`src/hed_pkg.sv`:
```
// hed_pkg: shared constants, codes and types for the histogram distance block
// no dependencies
`default_nettype none

package hed_pkg;

  // default sizes handed to the top level
  localparam int NUM_STATES_DEF = 64;
  localparam int COUNT_BITS_DEF = 16;

  // fixed datapath widths (unsigned Q1.16 frequency, signed Q1.16 score)
  localparam int FREQ_W  = 17;
  localparam int SUM_W   = 34;
  localparam int SCORE_W = 18;
  localparam int LIM_W   = 9;
  localparam int SYM_W   = 8;

  localparam logic [FREQ_W-1:0] SCORE_FLOOR = 17'd92682;

  // register indexes
  localparam logic REG_MODE   = 1'b0;
  localparam logic REG_STATES = 1'b1;

  // mode codes
  localparam logic [1:0] MODE_RAW  = 2'd0;
  localparam logic [1:0] MODE_RUNS = 2'd1;

  // item kinds
  localparam logic [1:0] KIND_FIRST  = 2'd0;
  localparam logic [1:0] KIND_SECOND = 2'd1;
  localparam logic [1:0] KIND_FINISH = 2'd2;

  // shared iterative unit operation
  typedef enum logic {
    OP_DIV  = 1'b0,
    OP_SQRT = 1'b1
  } iter_op_t;

  typedef struct packed {
    logic     start;
    iter_op_t op;
  } iter_ctl_t;

  // sequencer states
  typedef enum logic [9:0] {
    ST_IDLE    = 10'b0000000001,
    ST_SYM_WR  = 10'b0000000010,
    ST_FIN_RD  = 10'b0000000100,
    ST_FIN_LAT = 10'b0000001000,
    ST_FIN_DA  = 10'b0000010000,
    ST_FIN_DB  = 10'b0000100000,
    ST_FIN_MUL = 10'b0001000000,
    ST_FIN_ACC = 10'b0010000000,
    ST_SQRT    = 10'b0100000000,
    ST_OUT     = 10'b1000000000
  } state_t;

endpackage

`default_nettype wire

```
`src/histogram_euclidean_distance.sv`:
```
// histogram_euclidean_distance: a counted symbol item does a histogram ram read then
// a write; other symbol items keep the sequencer in idle. a finish item walks the
// first min(state_count, NUM_STATES) states, each with two 17-step divides in the
// shared unit, then a 17-step square root; with no states to walk, or a mode above
// runs, it goes straight to the output register, which may stall on out_tready.
// throughput: one item at a time; ready only in idle, result held in an output register.
// reset (synchronous, active low) clears control state, counts and ram valid bits.
`default_nettype none

module histogram_euclidean_distance
  import hed_pkg::*;
#(
  parameter int NUM_STATES = NUM_STATES_DEF,
  parameter int COUNT_BITS = COUNT_BITS_DEF
) (
  input  wire logic        clk,
  input  wire logic        rst_n,
  // input items
  input  wire logic        in_tvalid,
  output logic             in_tready,
  input  wire logic [7:0]  in_tdata,   // [7:0] symbol
  input  wire logic [1:0]  in_tuser,   // [1:0] kind
  // result items
  output logic             out_tvalid,
  input  wire logic        out_tready,
  output logic      [23:0] out_tdata,  // [17:0] score, [23:18] zero
  output logic      [0:0]  out_tuser,  // [0] flagged
  // configuration
  input  wire logic        cfg_we,
  input  wire logic        cfg_addr,
  input  wire logic [6:0]  cfg_wdata
);

  localparam int IDX_W = $clog2(NUM_STATES);
  localparam logic [COUNT_BITS-1:0] COUNT_MAX = {COUNT_BITS{1'b1}};

  state_t state_r, state_nxt;

  logic [1:0]            mode_r;
  logic [6:0]            states_r;
  logic [NUM_STATES-1:0] vld_a_r, vld_b_r;
  logic [COUNT_BITS-1:0] len_a_r, len_b_r;
  logic                  has_prev_a_r, has_prev_b_r;
  logic [SYM_W-1:0]      prev_a_r, prev_b_r;
  logic                  problem_r;
  logic                  sel_r;
  logic [IDX_W-1:0]      sym_r;
  logic [IDX_W-1:0]      idx_r;
  logic [COUNT_BITS-1:0] cnt_b_r;
  logic [FREQ_W-1:0]     fa_r, fb_r;
  logic [SUM_W-1:0]      prod_r, sum_r;
  logic [FREQ_W-1:0]     mag_r;
  logic                  out_valid_r;
  logic [SCORE_W-1:0]    out_score_r;
  logic                  out_flag_r;

  logic [COUNT_BITS-1:0] rdata_a, rdata_b;
  logic [IDX_W-1:0]      raddr;
  logic                  we_a, we_b;
  logic [COUNT_BITS-1:0] wdata;

  iter_ctl_t             ictl;
  logic [COUNT_BITS-1:0] inum, iden;
  logic [SUM_W-1:0]      irad;
  logic                  idone;
  logic [FREQ_W-1:0]     ires;

  logic [LIM_W-1:0]      lim;
  logic                  acc;
  logic [1:0]            kind;
  logic [SYM_W-1:0]      sym;
  logic                  in_sel;
  logic                  counted;
  logic                  in_range;
  logic [COUNT_BITS-1:0] cur;
  logic [COUNT_BITS-1:0] cur_len;
  logic [COUNT_BITS-1:0] cnt_a_rd, cnt_b_rd;
  logic [FREQ_W-1:0]     diff;
  logic [SUM_W-1:0]      sum_new;
  logic                  last;
  logic                  out_load;

  // input decode
  assign kind   = in_tuser;
  assign sym    = in_tdata;
  assign in_sel = kind[0];
  assign acc    = in_tvalid && in_tready;
  assign in_tready = (state_r == ST_IDLE);

  // states compared
  always_comb begin
    if (LIM_W'(states_r) > LIM_W'(NUM_STATES)) begin
      lim = LIM_W'(NUM_STATES);
    end else begin
      lim = LIM_W'(states_r);
    end
  end

  // run collapse and range check for a symbol item
  always_comb begin
    if (in_sel) begin
      counted = !(mode_r == MODE_RUNS && has_prev_b_r && prev_b_r == sym);
    end else begin
      counted = !(mode_r == MODE_RUNS && has_prev_a_r && prev_a_r == sym);
    end
    in_range = (LIM_W'(sym) < lim);
  end

  // histogram stores
  assign raddr = (state_r == ST_IDLE) ? sym[IDX_W-1:0] : idx_r;

  hed_ram #(.WIDTH(COUNT_BITS), .DEPTH(NUM_STATES)) u_ram_a (
    .clk   (clk),
    .we    (we_a),
    .waddr (sym_r),
    .wdata (wdata),
    .raddr (raddr),
    .rdata (rdata_a)
  );

  hed_ram #(.WIDTH(COUNT_BITS), .DEPTH(NUM_STATES)) u_ram_b (
    .clk   (clk),
    .we    (we_b),
    .waddr (sym_r),
    .wdata (wdata),
    .raddr (raddr),
    .rdata (rdata_b)
  );

  // saturating increment of the selected entry
  always_comb begin
    if (sel_r) begin
      cur     = vld_b_r[sym_r] ? rdata_b : '0;
      cur_len = len_b_r;
    end else begin
      cur     = vld_a_r[sym_r] ? rdata_a : '0;
      cur_len = len_a_r;
    end
    wdata = (cur == COUNT_MAX) ? cur : cur + COUNT_BITS'(1);
    we_a  = (state_r == ST_SYM_WR) && !sel_r;
    we_b  = (state_r == ST_SYM_WR) && sel_r;
  end

  // counts read during the walk, unwritten entries are zero
  assign cnt_a_rd = vld_a_r[idx_r] ? rdata_a : '0;
  assign cnt_b_rd = vld_b_r[idx_r] ? rdata_b : '0;

  // shared divide and root unit
  always_comb begin
    ictl = '{start: 1'b0, op: OP_DIV};
    inum = cnt_a_rd;
    iden = len_a_r;
    irad = sum_new;
    unique case (state_r)
      ST_FIN_LAT: ictl.start = 1'b1;
      ST_FIN_DA: begin
        ictl.start = idone;
        inum       = cnt_b_r;
        iden       = len_b_r;
      end
      ST_FIN_ACC: begin
        ictl.start = last;
        ictl.op    = OP_SQRT;
      end
      default: ;
    endcase
  end

  hed_iter #(.COUNT_BITS(COUNT_BITS)) u_iter (
    .clk    (clk),
    .rst_n  (rst_n),
    .ctl    (ictl),
    .num    (inum),
    .den    (iden),
    .rad    (irad),
    .done   (idone),
    .result (ires)
  );

  assign diff    = (fa_r > fb_r) ? fa_r - fb_r : fb_r - fa_r;
  assign sum_new = sum_r + prod_r;
  assign last    = (LIM_W'(idx_r) == lim - LIM_W'(1));
  assign out_load = (state_r == ST_OUT) && (!out_valid_r || out_tready);

  // sequencer
  always_comb begin
    state_nxt = state_r;
    unique case (state_r)
      ST_IDLE: begin
        if (acc) begin
          if ((kind == KIND_FIRST || kind == KIND_SECOND) && counted && in_range) begin
            state_nxt = ST_SYM_WR;
          end else if (kind == KIND_FINISH) begin
            if (mode_r > MODE_RUNS || lim == '0) begin
              state_nxt = ST_OUT;
            end else begin
              state_nxt = ST_FIN_RD;
            end
          end
        end
      end
      ST_SYM_WR:  state_nxt = ST_IDLE;
      ST_FIN_RD:  state_nxt = ST_FIN_LAT;
      ST_FIN_LAT: state_nxt = ST_FIN_DA;
      ST_FIN_DA:  if (idone) state_nxt = ST_FIN_DB;
      ST_FIN_DB:  if (idone) state_nxt = ST_FIN_MUL;
      ST_FIN_MUL: state_nxt = ST_FIN_ACC;
      ST_FIN_ACC: state_nxt = last ? ST_SQRT : ST_FIN_RD;
      ST_SQRT:    if (idone) state_nxt = ST_OUT;
      ST_OUT:     if (out_load) state_nxt = ST_IDLE;
      default:    state_nxt = ST_IDLE;
    endcase
  end

  // control state and stores
  always_ff @(posedge clk) begin
    if (!rst_n) begin
      state_r      <= ST_IDLE;
      mode_r       <= MODE_RAW;
      states_r     <= 7'd64;
      vld_a_r      <= '0;
      vld_b_r      <= '0;
      len_a_r      <= '0;
      len_b_r      <= '0;
      has_prev_a_r <= 1'b0;
      has_prev_b_r <= 1'b0;
      problem_r    <= 1'b0;
      out_valid_r  <= 1'b0;
    end else begin
      state_r <= state_nxt;

      // configuration writes
      if (cfg_we) begin
        unique case (cfg_addr)
          REG_MODE:   mode_r   <= cfg_wdata[1:0];
          REG_STATES: states_r <= cfg_wdata;
          default: ;
        endcase
      end

      // symbol item: previous symbol and drop flag
      if (acc && (kind == KIND_FIRST || kind == KIND_SECOND)) begin
        if (in_sel) begin
          has_prev_b_r <= 1'b1;
        end else begin
          has_prev_a_r <= 1'b1;
        end
        if (counted && !in_range) begin
          problem_r <= 1'b1;
        end
      end

      // counted symbol update
      if (state_r == ST_SYM_WR) begin
        if (cur == COUNT_MAX || cur_len == COUNT_MAX) begin
          problem_r <= 1'b1;
        end
        if (sel_r) begin
          vld_b_r[sym_r] <= 1'b1;
          if (len_b_r != COUNT_MAX) len_b_r <= len_b_r + COUNT_BITS'(1);
        end else begin
          vld_a_r[sym_r] <= 1'b1;
          if (len_a_r != COUNT_MAX) len_a_r <= len_a_r + COUNT_BITS'(1);
        end
      end

      // result register
      if (out_load) begin
        out_valid_r  <= 1'b1;
        vld_a_r      <= '0;
        vld_b_r      <= '0;
        len_a_r      <= '0;
        len_b_r      <= '0;
        has_prev_a_r <= 1'b0;
        has_prev_b_r <= 1'b0;
        problem_r    <= 1'b0;
      end else if (out_tready) begin
        out_valid_r <= 1'b0;
      end
    end
  end

  // datapath registers
  always_ff @(posedge clk) begin
    if (acc) begin
      sel_r <= in_sel;
      sym_r <= sym[IDX_W-1:0];
      idx_r <= '0;
      sum_r <= '0;
      mag_r <= '0;
    end
    // previous symbol follows symbol items only
    if (acc && (kind == KIND_FIRST || kind == KIND_SECOND)) begin
      if (in_sel) begin
        prev_b_r <= sym;
      end else begin
        prev_a_r <= sym;
      end
    end
    if (state_r == ST_FIN_LAT) cnt_b_r <= cnt_b_rd;
    if (state_r == ST_FIN_DA && idone) fa_r <= (len_a_r == '0) ? '0 : ires;
    if (state_r == ST_FIN_DB && idone) fb_r <= (len_b_r == '0) ? '0 : ires;
    if (state_r == ST_FIN_MUL) prod_r <= SUM_W'(diff * diff);
    if (state_r == ST_FIN_ACC) begin
      sum_r <= sum_new;
      idx_r <= idx_r + IDX_W'(1);
    end
    if (state_r == ST_SQRT && idone) mag_r <= (ires > SCORE_FLOOR) ? SCORE_FLOOR : ires;
    if (out_load) begin
      out_score_r <= SCORE_W'(0) - SCORE_W'(mag_r);
      out_flag_r  <= problem_r;
    end
  end

  assign out_tvalid = out_valid_r;
  assign out_tdata  = {6'b0, out_score_r};
  assign out_tuser  = out_flag_r;

  // ram writes only come from the symbol update step
  a_wr_state: assert property (@(posedge clk) disable iff (!rst_n)
    (we_a || we_b) |-> state_r == ST_SYM_WR)
    else $error("histogram write outside symbol update");

  // stores are empty after a result is loaded
  a_clear: assert property (@(posedge clk) disable iff (!rst_n)
    out_load |=> (len_a_r == '0 && len_b_r == '0 && !problem_r && vld_a_r == '0))
    else $error("stores not cleared after finish");

  // the shared unit only finishes while the walk waits for it
  a_done_state: assert property (@(posedge clk) disable iff (!rst_n)
    idone |-> (state_r == ST_FIN_DA || state_r == ST_FIN_DB || state_r == ST_SQRT))
    else $error("unexpected completion of shared unit");

  // no item is taken while a finish is being scored
  a_busy: assert property (@(posedge clk) disable iff (!rst_n)
    (state_r == ST_SQRT || state_r == ST_FIN_DA) |-> !in_tready)
    else $error("input ready during scoring");

endmodule

`default_nettype wire

```
`src/hed_ram.sv`:
```
// hed_ram: generic single write port ram with registered read
// no dependencies
`default_nettype none

module hed_ram #(
  parameter int WIDTH = 16,
  parameter int DEPTH = 64
) (
  input  wire logic                     clk,
  input  wire logic                     we,
  input  wire logic [$clog2(DEPTH)-1:0] waddr,
  input  wire logic [WIDTH-1:0]         wdata,
  input  wire logic [$clog2(DEPTH)-1:0] raddr,
  output logic      [WIDTH-1:0]         rdata
);

  logic [WIDTH-1:0] mem [DEPTH];

  // write port and registered read port
  always_ff @(posedge clk) begin
    if (we) begin
      mem[waddr] <= wdata;
    end
    rdata <= mem[raddr];
  end

endmodule

`default_nettype wire

```
`src/hed_iter.sv`:
```
// hed_iter: shared iterative restoring unit, one quotient or root bit per cycle
// depends on hed_pkg
`default_nettype none

module hed_iter
  import hed_pkg::*;
#(
  parameter int COUNT_BITS = COUNT_BITS_DEF
) (
  input  wire logic                  clk,
  input  wire logic                  rst_n,
  input  wire iter_ctl_t             ctl,
  input  wire logic [COUNT_BITS-1:0] num,
  input  wire logic [COUNT_BITS-1:0] den,
  input  wire logic [SUM_W-1:0]      rad,
  output logic                       done,
  output logic      [FREQ_W-1:0]     result
);

  localparam int SUB_W  = (COUNT_BITS + 2 > 21) ? COUNT_BITS + 2 : 21;
  localparam int STEP_W = $clog2(FREQ_W + 1);

  logic                  busy_r;
  logic                  done_r;
  iter_op_t              op_r;
  logic                  first_r;
  logic [STEP_W-1:0]     step_r;
  logic [SUB_W-1:0]      rem_r;
  logic [FREQ_W-1:0]     q_r;
  logic [SUM_W-1:0]      x_r;
  logic [COUNT_BITS-1:0] den_r;

  logic [SUB_W-1:0] cand;
  logic [SUB_W-1:0] trial;
  logic             ge;

  // shared compare and subtract: divisor or trial root
  always_comb begin
    if (op_r == OP_DIV) begin
      cand  = first_r ? rem_r : {rem_r[SUB_W-2:0], 1'b0};
      trial = SUB_W'(den_r);
    end else begin
      cand  = {rem_r[SUB_W-3:0], x_r[SUM_W-1 -: 2]};
      trial = SUB_W'({q_r, 2'b01});
    end
    ge = (cand >= trial);
  end

  // control
  always_ff @(posedge clk) begin
    if (!rst_n) begin
      busy_r <= 1'b0;
      done_r <= 1'b0;
    end else begin
      done_r <= 1'b0;
      if (ctl.start) begin
        busy_r <= 1'b1;
      end else if (busy_r && step_r == STEP_W'(1)) begin
        busy_r <= 1'b0;
        done_r <= 1'b1;
      end
    end
  end

  // datapath
  always_ff @(posedge clk) begin
    if (ctl.start) begin
      op_r    <= ctl.op;
      first_r <= 1'b1;
      step_r  <= STEP_W'(FREQ_W);
      rem_r   <= (ctl.op == OP_DIV) ? SUB_W'(num) : '0;
      q_r     <= '0;
      x_r     <= rad;
      den_r   <= den;
    end else if (busy_r) begin
      first_r <= 1'b0;
      step_r  <= step_r - STEP_W'(1);
      rem_r   <= ge ? cand - trial : cand;
      q_r     <= {q_r[FREQ_W-2:0], ge};
      x_r     <= {x_r[SUM_W-3:0], 2'b00};
    end
  end

  assign done   = done_r;
  assign result = q_r;

endmodule

`default_nettype wire

```
`config.mk`:
```
export PLATFORM = sky130hd
export DESIGN_NAME = histogram_euclidean_distance
export DESIGN_NICKNAME = d
export VERILOG_FILES = /design/src/hed_pkg.sv /design/src/histogram_euclidean_distance.sv /design/src/hed_ram.sv /design/src/hed_iter.sv
export SDC_FILE = /design/constraint.sdc
export NUM_CORES = 2
export LEC_CHECK = 0
export BUFFER_PORTS_ARGS = -buffer_cell sky130_fd_sc_hd__buf_2
export CAP_MARGIN = 20
export CORE_ASPECT_RATIO = 0.8
export CORE_UTILIZATION = 30
export DETAILED_ROUTE_END_ITERATION = 8
export PLACE_DENSITY = 0.52
export SLEW_MARGIN = 15
export SYNTH_ARGS = -nofsm -noshare
export SYNTH_HDL_FRONTEND = slang
export SYNTH_HIERARCHICAL = 1
export SYNTH_SLANG_ARGS = --single-unit
export TNS_END_PERCENT = 5
```
`constraint.sdc`:
```
create_clock -name clk -period 10.95 [get_ports clk]
set_input_delay 1.6425 -clock clk [delete_from_list [all_inputs] [get_ports clk]]
set_output_delay 1.6425 -clock clk [all_outputs]
set_load 0.005 [all_outputs]
```
==> flow_metrics.py <==
metrics = {
    "run_status": {
        "status": "finished, final reports clean",
    },
    "final_layout": {
        "layout-drive-gt1-share_pct": 18.20,
        "nFillCells": 35930,
        "fin_cells": 12572,
        "area_delta_synth_final_pct": 13.27,
        "finalNetCount": 7788,
        "regArea_um2": 73930,
        "multi_input_area_um2": 36850,
    },
    "cts": {
        "cts_max_level": 5,
        "cts_buffer_depth": 4,
        "numCtsBuffers": 272,
        "insertion_delay_ps": 870,
        "cts_root_buf": "clkbuf_16",
        "clk_pin_slew_worst_paths_ps": 60,
        "cts_hold_buf": 0,
        "cts_tree": "done",
        "clock_sinks": 2542,
    },
    "sta": {
        "fin_worst_skew_ps": 75.43,
        "fin_crit_sh_pct": 94.15,
        "slew_viol_final": 0,
        "slew_headroom_pct": 25.83,
        "timing.hold.ws_ps": 449.2,
        "setup_viol_count_final": 0,
        "worstMarginPinSlew_ps": 1111,
        "final.setup.tns_ps": 0,
        "fin_ws_ps": 641.0,
        "period_needed_ps": 10310,
        "final_hold_viol_count": 0,
        "fmax_ghz": 0.09700,
    },
    "run": {
        "drv_cap": 0,
    },
    "logic_synthesis": {
        "synth_area_per_cell_um2": 15.96,
        "synth_edf_count": 2302,
        "syn_area_um2": 114000,
        "yosysTopAreaCellShare_pct": 60.64,
        "synthFlopType": "edfxtp_1",
        "netlist_top_cells_area": "edfxtp_1 61%, mux4_2 9.7%, dfxtp_1 4.2%",
        "syn_inst": 7141,
        "async_flop_share_pct": 0,
        "synth_seq_area_share_pct": 64.85,
        "yosysTopAreaCell": "edfxtp_1",
        "synth.distinct_cells": 112,
        "ys_warn_count": 6,
        "synth_seq_cells": 2542,
    },
    "placed_design": {
        "dp_worst_setup_slack_ps": 478.0,
        "hpwl_um": 195300,
        "gp_congestion": 0.8381,
        "place_inst": 12084,
        "io_buffer_count": 43,
    },
    "route": {
        "drt.antenna.violating_nets": 0,
        "drt-vias-per-instance": 5.073,
        "drtPass1Iterations": 5,
        "drt_iter0_drc": 6210,
        "drc_errors": 0,
        "vias": 63778,
        "wire_per_inst_um": 24.42,
        "drt_wl_total_um": 307100,
    },
    "floorplan": {
        "die-area_um2": 382500,
        "die_h_um": 553.4,
        "rows": 202,
        "start_util_pct": 30.13,
        "ios": 50,
        "fp.dieW_um": 691.2,
        "coreArea_um2": 378400,
    },
    "global_routing": {
        "grt_usage_pct": 15.67,
        "grt_start_max_net_pins": 97,
        "antenna_found_initial": 12,
        "grt_pass1_wl_um": 449200,
        "grt_pass1_vias": 63997,
        "grt_remaining_overflow": 0,
    },
    "power_and_ir_drop": {
        "p_int_uw": 17640,
        "pwr-share-seq_pct": 44.9,
        "p_total_uw": 24460,
        "vdd_ir_drop_max_uv": 143.1,
        "switchingPower_uw": 6823,
        "power_frac_clock_pct": 36.3,
        "power_density_nw_per_um2": 189.4,
        "swShare_pct": 27.90,
        "leakagePower_uw": 0.04442,
        "share_comb_of_total_power_pct": 18.8,
    },
    "critical_path": {
        "critPathSlowestCell": "fa_1",
        "cpPeakStageDelay_ps": 550,
        "worstPathRequired_ps": 11500,
        "cp.arrival_ps": 10860,
        "critPathKind": "flop to flop",
        "startpoint_type": "flop",
        "critPathMostFrequentCell": "fa_1",
        "endpoint_kind": "flop",
        "crit_path_max_fanout": 17,
    },
    "hold_path": {
        "hold_path.class": "flop to flop",
    },
}
## final timing paths
| kind | startpoint | to | slack [ps] | cells after the start |
|---|---|---|---|---|
| hold reg to reg | problem_r | out_tuser | 450 | 0 |
| hold / removal | problem_r | out_tuser | 450 | 0 |
| setup / recovery | fb_r[13] | prod_r[33] | 640 | 34 |
| setup reg to reg | fb_r[13] | prod_r[33] | 640 | 34 |
## metrics by stage
step | util, % | area [um2]
after CTS | 34.10 | 129000
after detailed placement | 31.87 | 120600
after global placement | 31.87 | 120600
final | 34.13 | 129100
after global routing | 34.12 | 129100
after floorplan | - | 114000
## state kept, by name, summed over array words and instances, names as in the netlist, 8 cells and up
name	flops
u_ram_a/mem	1024
u_ram_b/mem	1024
vld_a_r	64
vld_b_r	64
sum_r	34
u_iter/x_r	34
prod_r	33
u_iter/rem_r	21
out_score_r	18
fa_r	17
fb_r	17
mag_r	17
u_iter/result	17
cnt_b_r	16
len_a_r	16
len_b_r	16
u_iter/den_r	16
u_ram_a/rdata	16
u_ram_b/rdata	16
state_r	10
prev_a_r	8
prev_b_r	8
## cell usage after synthesis (81+ instances only)
cell type  number
nor2_1        508
mux2i_1       265
o21ai_0        90
a22oi_1        91
nand2_1       447
xnor2_1       121
dfxtp_1       240
fa_1          194
a21oi_1       295
edfxtp_1     2302
mux4_2        492
inv_1         365
nand3_1       123
ha_1          208
and2_1        118
clkbuf_1      135
buf_2          94
mux2_2        107
nor2b_1        81
## critical path: cells and delay by family, from the launching register on
family          cells  cell delay [ps]
buf+inv             5              700
compound gates     10             2350
simple gates        8             1790
xor+xnor            2              660
mux                 1              270
fa+ha+maj           8             3870
flops               1              400
## final cells by class
cell class,count,area share [%]
Sequential cell,2542,57.26
Multi-Input combinational cell,3876,28.54
Clock buffer,362,5.734
Tap cell,4998,4.843
Timing Repair Buffer,297,1.742
Inverter,374,1.087
Clock inverter,115,0.7829
Antenna cell,8,0.01550
## logic make-up (layout without fill, tap and decap cells)
family | Yosys count | after routing | share of synthesized area (%)
flops | 2542 | 2542 | 64.85
simple gates | 1565 | 1565 | 6.537
mux | 876 | 876 | 13.37
compound gates | 851 | 851 | 5.049
buf+inv | 728 | 1148 | 3.144
fa+ha+maj | 402 | 402 | 5.690
xor+xnor | 176 | 176 | 1.359
other cells | 1 | 14 | 0.003289
## layout by cell type (no fill, tap or decap), types with 91 or more instances in the layout
master / synthesis / layout
ha_1: 208 / 208
clkbuf_16: 0 / 280
fa_1: 194 / 194
mux4_2: 492 / 492
dfxtp_1: 240 / 240
nor2_1: 508 / 490
edfxtp_1: 2302 / 2302
mux2i_1: 265 / 261
xnor2_1: 121 / 113
buf_4: 39 / 243
a22oi_1: 91 / 91
nand3_1: 123 / 123
and2_1: 118 / 117
a21oi_1: 295 / 295
inv_1: 365 / 365
nand2_1: 447 / 440
mux2_2: 107 / 106
## layer usage
metal,wire length (um),vias up,track usage [%],part of all wire [%]
met2,137500,2122,24.02,45
met5,0,-,0,0
met3,19050,427,2.244,6.2
met4,7916,0,3.974,2.6
li1,-,27819,-,-
met1,142600,33410,23.31,46
## what timing repair did
action,4_1_cts,5_1_grt
endpoints found under the setup margin,0,3
gates resized for setup,0,5
buffers inserted,0,0
## power groups by stage
stage | registers (uW) | clock network [uW] | logic [uW]
2_1_floorplan | 11100 | 0 | 3130
6_report | 11000 | 8880 | 4610
4_1_cts | 11000 | 9100 | 4660
5_1_grt | 11000 | 9450 | 4880
3_5_place_dp | 11200 | 0 | 4650
3_3_place_gp | 11200 | 0 | 4630
No activity file was read; power rests on OpenSTA's default activity.
